**src/sv/lipr_pkg.sv**
```systemverilog
`timescale 1ns / 1ps
// ----------------------------------------------------------------------------
// lipr_pkg
// Shared widths, register indexes and types of the linear-interpolation
// pitch resampler.
// ----------------------------------------------------------------------------
package lipr_pkg;

  // sample and phase formats
  localparam int SAMPLE_BITS = 16;
  localparam int FRAC_BITS   = 16;
  localparam int MAX_RUN     = 16;
  localparam int STEP_BITS   = 24;
  localparam int GAIN_BITS   = 16;
  localparam int GAIN_SHIFT  = 15;
  localparam int SKIP_BITS   = 8;

  // smallest step that keeps every run within MAX_RUN outputs
  localparam int MIN_STEP_I  = ((1 << FRAC_BITS) + MAX_RUN - 1) / MAX_RUN;
  localparam logic [STEP_BITS-1:0] MIN_STEP = STEP_BITS'(MIN_STEP_I);

  // run counter
  localparam int CNT_BITS = (MAX_RUN > 1) ? $clog2(MAX_RUN) : 1;
  localparam logic [CNT_BITS-1:0] CNT_LAST = CNT_BITS'(MAX_RUN - 1);

  // multiplier operand and product widths
  localparam int DIFF_W = SAMPLE_BITS + 1;
  localparam int MA_W   = SAMPLE_BITS + 2;
  localparam int MB_W   = ((FRAC_BITS > GAIN_BITS) ? FRAC_BITS : GAIN_BITS) + 1;
  localparam int P_W    = MA_W + MB_W;

  // phase sum and its integer carry
  localparam int NXT_W   = STEP_BITS + 1;
  localparam int CARRY_W = NXT_W - FRAC_BITS;

  // configuration register indexes
  localparam int CFG_IDX_W = 1;
  localparam int CFG_DATA_W = (STEP_BITS > GAIN_BITS) ? STEP_BITS : GAIN_BITS;
  localparam logic [CFG_IDX_W-1:0] REG_STEP = CFG_IDX_W'(0);
  localparam logic [CFG_IDX_W-1:0] REG_GAIN = CFG_IDX_W'(1);

  // multiplier control from the sequencer
  typedef struct packed {
    logic load;      // capture a new product
    logic sel_gain;  // 0: diff * frac, 1: y * gain
  } mul_ctl_t;

endpackage

```
**src/sv/lipr_mul.sv**
```systemverilog
`timescale 1ns / 1ps
// ----------------------------------------------------------------------------
// lipr_mul
// Shared signed multiplier with a registered product; used once for the
// interpolation term and once for the gain of every output.
// ----------------------------------------------------------------------------
module lipr_mul (
  input  logic                              clk,
  input  lipr_pkg::mul_ctl_t                ctl,
  input  logic signed [lipr_pkg::DIFF_W-1:0] diff_i,
  input  logic [lipr_pkg::FRAC_BITS-1:0]    frac_i,
  input  logic signed [lipr_pkg::MA_W-1:0]  y_i,
  input  logic [lipr_pkg::GAIN_BITS-1:0]    gain_i,
  output logic signed [lipr_pkg::P_W-1:0]   product_o
);
  import lipr_pkg::*;

  logic signed [MA_W-1:0] op_a;
  logic signed [MB_W-1:0] op_b;
  logic signed [P_W-1:0]  product_r;

  // operand select
  always_comb begin
    if (ctl.sel_gain) begin
      op_a = y_i;
      op_b = $signed(MB_W'(gain_i));
    end else begin
      op_a = MA_W'(diff_i);
      op_b = $signed(MB_W'(frac_i));
    end
  end

  // product register
  always_ff @(posedge clk) begin
    if (ctl.load) begin
      product_r <= P_W'(op_a) * P_W'(op_b);
    end
  end

  assign product_o = product_r;

endmodule

```
**src/sv/linear_interp_pitch_resampler.sv**
```systemverilog
`timescale 1ns / 1ps
// ----------------------------------------------------------------------------
// linear_interp_pitch_resampler
// Linear-interpolation pitch resampler: an 8.16 phase accumulator walks
// between consecutive source samples, each output is interpolated, scaled
// by a Q1.15 gain and saturated.
//
//   channel  direction  handshake          payload
//   in       sink       in_valid/in_stall  in_source_sample, in_final_sample
//   out      source     out_valid/out_stall out_sample, out_run_last,
//                                           out_note_done
//   cfg      sink       cfg_wr_en          cfg_index, cfg_wr_data
//
// Each output that an input causes passes through multiply, add, multiply,
// round/saturate and present, all through one shared multiplier; an input
// causes at most 16 outputs.
// in_stall is high after a run-starting input is accepted until its last output is taken.
// An output held by out_stall keeps the sequencer waiting in place.
// rst_n is synchronous; it clears the note state and restores the registers.
// ----------------------------------------------------------------------------
module linear_interp_pitch_resampler (
  input  logic                                 clk,
  input  logic                                 rst_n,
  // input requests
  input  logic                                 in_valid,
  output logic                                 in_stall,
  input  logic signed [lipr_pkg::SAMPLE_BITS-1:0] in_source_sample,
  input  logic                                 in_final_sample,
  // output requests
  output logic                                 out_valid,
  input  logic                                 out_stall,
  output logic signed [lipr_pkg::SAMPLE_BITS-1:0] out_sample,
  output logic                                 out_run_last,
  output logic                                 out_note_done,
  // configuration
  input  logic                                 cfg_wr_en,
  input  logic [lipr_pkg::CFG_IDX_W-1:0]       cfg_index,
  input  logic [lipr_pkg::CFG_DATA_W-1:0]      cfg_wr_data
);
  import lipr_pkg::*;

  typedef enum logic [5:0] {
    S_IDLE  = 6'b000001,
    S_MUL_I = 6'b000010,
    S_ADD   = 6'b000100,
    S_MUL_G = 6'b001000,
    S_SAT   = 6'b010000,
    S_OUT   = 6'b100000
  } state_t;

  localparam logic signed [P_W-1:0] FRAC_HALF = P_W'(1) <<< (FRAC_BITS - 1);
  localparam logic signed [P_W-1:0] GAIN_HALF = P_W'(1) <<< (GAIN_SHIFT - 1);
  localparam logic signed [P_W-1:0] SMAX = (P_W'(1) <<< (SAMPLE_BITS - 1)) - P_W'(1);
  localparam logic signed [P_W-1:0] SMIN = -(P_W'(1) <<< (SAMPLE_BITS - 1));
  localparam logic [CARRY_W-1:0] SKIP_MAX = CARRY_W'((1 << SKIP_BITS) - 1);

  state_t state_r, state_nxt;

  // configuration registers
  logic [STEP_BITS-1:0] step_cfg_r;
  logic [GAIN_BITS-1:0] gain_r;

  // note state
  logic signed [SAMPLE_BITS-1:0] prev_r;
  logic [SKIP_BITS-1:0]          skip_r;
  logic [FRAC_BITS-1:0]          phase_r;
  logic                          have_prev_r;
  logic                          finished_r;

  // per-item working registers
  logic signed [SAMPLE_BITS-1:0] cur_r;
  logic                          last_r;
  logic [STEP_BITS-1:0]          step_r;
  logic [FRAC_BITS-1:0]          frac_r;
  logic [NXT_W-1:0]              nxt_r;
  logic [CNT_BITS-1:0]           cnt_r;
  logic signed [MA_W-1:0]        y_r;

  // output registers
  logic signed [SAMPLE_BITS-1:0] out_sample_r;
  logic                          out_run_last_r;
  logic                          out_note_done_r;

  logic                          in_acc;
  logic                          out_acc;
  mul_ctl_t                      mul_ctl;
  logic signed [DIFF_W-1:0]      diff;
  logic signed [P_W-1:0]         product;
  logic signed [P_W-1:0]         frac_rnd;
  logic signed [P_W-1:0]         gain_rnd;
  logic signed [MA_W-1:0]        y_nxt;
  logic [CARRY_W-1:0]            carry;
  logic [CARRY_W-1:0]            skip_wide;
  logic                          run_end;

  assign in_stall = (state_r != S_IDLE);
  assign in_acc   = in_valid && !in_stall;
  assign out_valid = (state_r == S_OUT);
  assign out_acc   = out_valid && !out_stall;

  assign out_sample    = out_sample_r;
  assign out_run_last  = out_run_last_r;
  assign out_note_done = out_note_done_r;

  // shared multiplier
  assign diff = DIFF_W'(cur_r) - DIFF_W'(prev_r);
  assign mul_ctl.load     = (state_r == S_MUL_I) || (state_r == S_MUL_G);
  assign mul_ctl.sel_gain = (state_r == S_MUL_G);

  lipr_mul u_mul (
    .clk       (clk),
    .ctl       (mul_ctl),
    .diff_i    (diff),
    .frac_i    (frac_r),
    .y_i       (y_r),
    .gain_i    (gain_r),
    .product_o (product)
  );

  // interpolated value and gain rounding
  assign frac_rnd = (product + FRAC_HALF) >>> FRAC_BITS;
  assign y_nxt    = MA_W'(prev_r) + frac_rnd[MA_W-1:0];
  assign gain_rnd = (product + GAIN_HALF) >>> GAIN_SHIFT;

  // phase carry and next skip count
  assign carry   = nxt_r[NXT_W-1:FRAC_BITS];
  assign run_end = (carry != '0) || (cnt_r == CNT_LAST);
  always_comb begin
    if (carry == '0) begin
      skip_wide = '0;
    end else if ((carry - CARRY_W'(1)) > SKIP_MAX) begin
      skip_wide = SKIP_MAX;
    end else begin
      skip_wide = carry - CARRY_W'(1);
    end
  end

  // sequencer next state
  always_comb begin
    state_nxt = state_r;
    case (state_r)
      S_IDLE: begin
        if (in_acc && !finished_r && have_prev_r && (skip_r == '0)) begin
          state_nxt = S_MUL_I;
        end
      end
      S_MUL_I: state_nxt = S_ADD;
      S_ADD:   state_nxt = S_MUL_G;
      S_MUL_G: state_nxt = S_SAT;
      S_SAT:   state_nxt = S_OUT;
      S_OUT: begin
        if (out_acc) begin
          state_nxt = out_run_last_r ? S_IDLE : S_MUL_I;
        end
      end
      default: state_nxt = S_IDLE;
    endcase
  end

  // control and note state
  always_ff @(posedge clk) begin
    if (!rst_n) begin
      state_r     <= S_IDLE;
      step_cfg_r  <= STEP_BITS'(65536);
      gain_r      <= GAIN_BITS'(32768);
      prev_r      <= '0;
      skip_r      <= '0;
      phase_r     <= '0;
      have_prev_r <= 1'b0;
      finished_r  <= 1'b0;
      cnt_r       <= '0;
    end else begin
      state_r <= state_nxt;

      // register writes
      if (cfg_wr_en) begin
        if (cfg_index == REG_STEP) begin
          step_cfg_r <= cfg_wr_data[STEP_BITS-1:0];
        end else if (cfg_index == REG_GAIN) begin
          gain_r <= cfg_wr_data[GAIN_BITS-1:0];
        end
      end

      // input request: store, skip or start a run
      if (in_acc && !finished_r) begin
        if (!have_prev_r) begin
          prev_r      <= in_source_sample;
          have_prev_r <= 1'b1;
          finished_r  <= in_final_sample;
        end else if (skip_r != '0) begin
          prev_r     <= in_source_sample;
          skip_r     <= skip_r - SKIP_BITS'(1);
          finished_r <= in_final_sample;
        end else begin
          cnt_r <= '0;
        end
      end

      // output request taken
      if (out_acc) begin
        cnt_r <= cnt_r + CNT_BITS'(1);
        if (out_run_last_r) begin
          skip_r     <= skip_wide[SKIP_BITS-1:0];
          phase_r    <= nxt_r[FRAC_BITS-1:0];
          prev_r     <= cur_r;
          finished_r <= last_r;
        end
      end
    end
  end

  // datapath registers
  always_ff @(posedge clk) begin
    if (in_acc) begin
      cur_r  <= in_source_sample;
      last_r <= in_final_sample;
      step_r <= (step_cfg_r < MIN_STEP) ? MIN_STEP : step_cfg_r;
      frac_r <= phase_r;
    end
    if (state_r == S_ADD) begin
      y_r   <= y_nxt;
      nxt_r <= NXT_W'(step_r) + NXT_W'(frac_r);
    end
    if (state_r == S_SAT) begin
      if (gain_rnd > SMAX) begin
        out_sample_r <= SMAX[SAMPLE_BITS-1:0];
      end else if (gain_rnd < SMIN) begin
        out_sample_r <= SMIN[SAMPLE_BITS-1:0];
      end else begin
        out_sample_r <= gain_rnd[SAMPLE_BITS-1:0];
      end
      out_run_last_r  <= run_end;
      out_note_done_r <= run_end && last_r;
    end
    if (out_acc) begin
      frac_r <= nxt_r[FRAC_BITS-1:0];
    end
  end

endmodule

```
**config.mk**
```make
export PLATFORM = sky130hd
export DESIGN_NAME = linear_interp_pitch_resampler
export DESIGN_NICKNAME = d
export VERILOG_FILES = /design/src/sv/lipr_pkg.sv /design/src/sv/lipr_mul.sv /design/src/sv/linear_interp_pitch_resampler.sv
export SDC_FILE = /design/constraint.sdc
export NUM_CORES = 1
export LEC_CHECK = 0
export ABC_AREA = 1
export BUFFER_PORTS_ARGS = -buffer_cell sky130_fd_sc_hd__clkbuf_2
export CORE_ASPECT_RATIO = 0.5
export CORE_MARGIN = 4
export CORE_UTILIZATION = 30
export CTS_CLUSTER_SIZE = 14
export DETAILED_ROUTE_END_ITERATION = 8
export GPL_ROUTABILITY_DRIVEN = 0
export PLACE_DENSITY = 0.55
export SLEW_MARGIN = 20
export SYNTH_ARGS = -nofsm -noshare
export SYNTH_HDL_FRONTEND = slang
export SYNTH_SLANG_ARGS = --single-unit
```
**constraint.sdc**
```tcl
create_clock -name clk -period 8 [get_ports clk]
set_input_delay 1.6 -clock clk [delete_from_list [all_inputs] [get_ports clk]]
set_output_delay 1.6 -clock clk [all_outputs]
set_load 0.01 [all_outputs]
```
==> insert_results.sql <==
INSERT INTO impl_metrics (metric_group, metric, value, unit) VALUES
('finish', 'post_route_cells_drive_above_1_share', '8.62', '%'),
('synthesis', 'yosysWarnings', '0', ''),
('finish', 'leading_cell_types_in_the_layout_fill_and_taps_excluded', '617 x inv_1, 575 x nand2_1, 294 x nor2_1, 287 x fa_1, 157 x nand3_1', ''),
('clocking', 'cts-hold-fix-buffers', '0', ''),
('clocking', 'cts.path.max_buffers', '3', ''),
('hold_path', 'hold_path_class', 'flop to flop', ''),
('global_routing', 'grt_max_degree', '87', ''),
('timing', 'period_share', '93.3', '%'),
('finish', 'seqCellArea', '6020', 'sq um'),
('synthesis', 'synth_top_area_share', '23.8', '%'),
('clocking', 'cts.clk_slew.worst_paths', '60', 'ps'),
('floorplan', 'die_area', '85600', 'sq um'),
('route', 'drc', '0', ''),
('floorplan', 'die-height', '209', 'um'),
('timing', 'finalClockSkew', '29.4', 'ps'),
('synthesis', 'synthCells', '3002', ''),
('clocking', 'clkLatencyLatePin', '590', 'ps'),
('status', 'outcome', 'finished, final reports clean', ''),
('synthesis', 'synthArstFlopShare', '0', '%'),
('timing', 'fmax', '134', 'MHz'),
('setup_path', 'worst_r2r_path_depth', '31', ''),
('global_routing', 'total_global_route_track_usage', '16.7', '%'),
('setup_path', 'critPathLaunchType', 'flop', ''),
('floorplan', 'initial_utilization', '30.4', '%'),
('place', 'io_buf_count', '66', ''),
('synthesis', 'post_synth.cell_area_avg', '8.07', 'sq um'),
('place', 'dp_slack', '293', 'ps'),
('timing', 'final_critical_path_setup_slack', '534', 'ps'),
('timing', 'maxSlewViolCount', '0', ''),
('synthesis', 'synth_area_leader_cell', 'fa_1', ''),
('synthesis', 'synth.area.top_cells', 'fa_1 24%, edfxtp_1 17%, inv_1 9.6%', ''),
('setup_path', 'critPathBufInv', '7', ''),
('route', 'drt_wl_total', '71.1', 'mm'),
('finish', 'fillerInstances', '8328', ''),
('timing', 'hold_viol', '0', ''),
('route', 'drt-wirelength-per-cell', '17.0', 'um'),
('route', 'postRouteAntennaNets', '0', ''),
('setup_path', 'crit_path_max_incr_delay', '600', 'ps'),
('clocking', 'cts_root_buf', 'clkbuf_16', ''),
('setup_path', 'rr_endpoint', 'u_mul.product_o[30]', ''),
('timing', 'totalNegativeSetupSlack', '0', 'ps'),
('synthesis', 'synth_edf_count', '139', ''),
('clocking', 'htree_num_levels', '1', ''),
('setup_path', 'timing.critical_path.to_type', 'flop', ''),
('global_routing', 'gr-total-overflow', '0', ''),
('synthesis', 'ys_seq_elements', '231', ''),
('finish', 'multi_input_area', '15500', 'sq um'),
('synthesis', 'syn_area', '24200', 'sq um'),
('place', 'post-place-cells', '4131', ''),
('setup_path', 'timing.critical_path.from', 'cur_r[0]', ''),
('global_routing', 'grt_antenna_before_repair', '0', ''),
('timing', 'relSlewSlack', '38.0', '%'),
('finish', 'nNetsFinal', '3554', ''),
('route', 'number_of_design_rule_violations_left_by_the_first_detailed_router_iteration', '1540', ''),
('finish', 'areaGrowthSynthToFinish', '11.3', '%'),
('setup_path', 'critical_path.slowest_cell', 'fa_1', ''),
('global_routing', 'wire_length_of_the_first_global_routing_pass', '113', 'mm'),
('synthesis', 'synth_cell_type_count', '50', ''),
('setup_path', 'worst-path-max-fanout', '9', ''),
('setup_path', 'critPathKind', 'flop to flop', ''),
('setup_path', 'cp_data_arrival_time', '7790', 'ps'),
('clocking', 'cts_num_sinks', '231', ''),
('floorplan', 'fp-row-count', '73', ''),
('floorplan', 'die_x', '410', 'um'),
('finish', 'layout.cells.most_common', 'inv_1', ''),
('setup_path', 'worst-r2r-setup-slack', '530', 'ps'),
('synthesis', 'synthesis.nets', '3480', ''),
('timing', 'setup_viol_count_final', '0', ''),
('global_routing', 'first_global_vias', '20202', ''),
('finish', 'final-instance-count-excl-fill', '4185', ''),
('timing', 'grt_setup_unrepaired', 'false', '');
-- sequential cells by signal (all words and copies together), names as in the netlist --
| name | flops |
|---|---|
| nxt_r | 25 |
| step_cfg_r | 24 |
| step_r | 24 |
| u_mul.product_o | 21 |
| y_r | 18 |
| cur_r | 16 |
| frac_r | 16 |
| gain_r | 16 |
| out_sample | 16 |
| phase_r | 16 |
| prev_r | 16 |
| skip_r | 8 |
| state_r | 6 |
| cnt_r | 4 |
| finished_r | 1 |
| have_prev_r | 1 |
| last_r | 1 |
| out_note_done | 1 |
| out_run_last | 1 |
-- through the flow --
stage	util [%]	cell area, sq um	hold WS [ps]
2_1_floorplan	-	24200	425
3_3_place_gp	32.6	26000	433
3_5_place_dp	32.6	26000	436
4_1_cts	33.8	26900	452
5_1_grt	33.8	27000	460
6_report	33.8	27000	447
-- timing repair --
item	in CTS	in global routing
setup buffers	0	1
endpoints found under the setup margin	0	12
resized for setup	0	9
endpoints found under the hold margin	0	0
-- cell type report --
type | instances | area share, %
clock buffer | 35 | 2.89
sequential | 231 | 22.3
multi-input combinational | 2061 | 57.5
inverter | 630 | 8.77
timing repair buffer | 124 | 2.89
clock inverter | 17 | 0.603
tap | 1087 | 5.04
-- how the worst min path moves through the flow --
stage | slack, ps | end | from | cells after the start
final | 450 | step_r[22] | step_cfg_r[22] | 0
after global routing | 460 | phase_r[10] | phase_r[10] | 2
after CTS | 450 | phase_r[8] | phase_r[8] | 2
after detailed placement | 440 | step_r[22] | step_cfg_r[22] | 0
after global placement | 430 | phase_r[11] | phase_r[11] | 2
after floorplan | 420 | gain_r[14] | gain_r[14] | 2
-- synthesized netlist by cell type, drive strengths merged (2+ instances only) --
cell,number
or2,15
a21boi,4
nor2,310
o21a,5
nor4,14
dfxtp,92
clkinv,2
xnor2,30
fa,288
ha,143
o31ai,2
nand3,161
o21ai,170
o211ai,20
clkbuf,39
xor2,64
o21bai,12
inv,628
a21o,8
edfxtp,139
nand2,596
a21oi,155
nand3b,6
buf,42
a31oi,5
nand4,29
nor3,17
-- cell families (layout without fill, tap and decap cells) --
family / after synthesis / in the layout / share of synthesized area, %
simple gates: 1152 / 1153 / 20.2
buf+inv: 711 / 806 / 11.5
fa+ha+maj: 431 / 431 / 31.2
compound gates: 381 / 381 / 8.76
flops: 231 / 231 / 24.8
xor+xnor: 94 / 94 / 3.46
mux: 2 / 2 / 0.0878
-- metal layers --
metal / vias to the layer above / part of all wire, % / GRT usage, %
li1: 9498 / - / -
met1: 9583 / 44 / 22.5
met2: 589 / 45 / 27.0
met3: 124 / 7.5 / 3.58
met4: 0 / 3.2 / 4.64
met5: - / 0 / 0
Power is not shown: default switching activity piles up to over one toggle a cycle in this logic, so the estimate is an artifact.
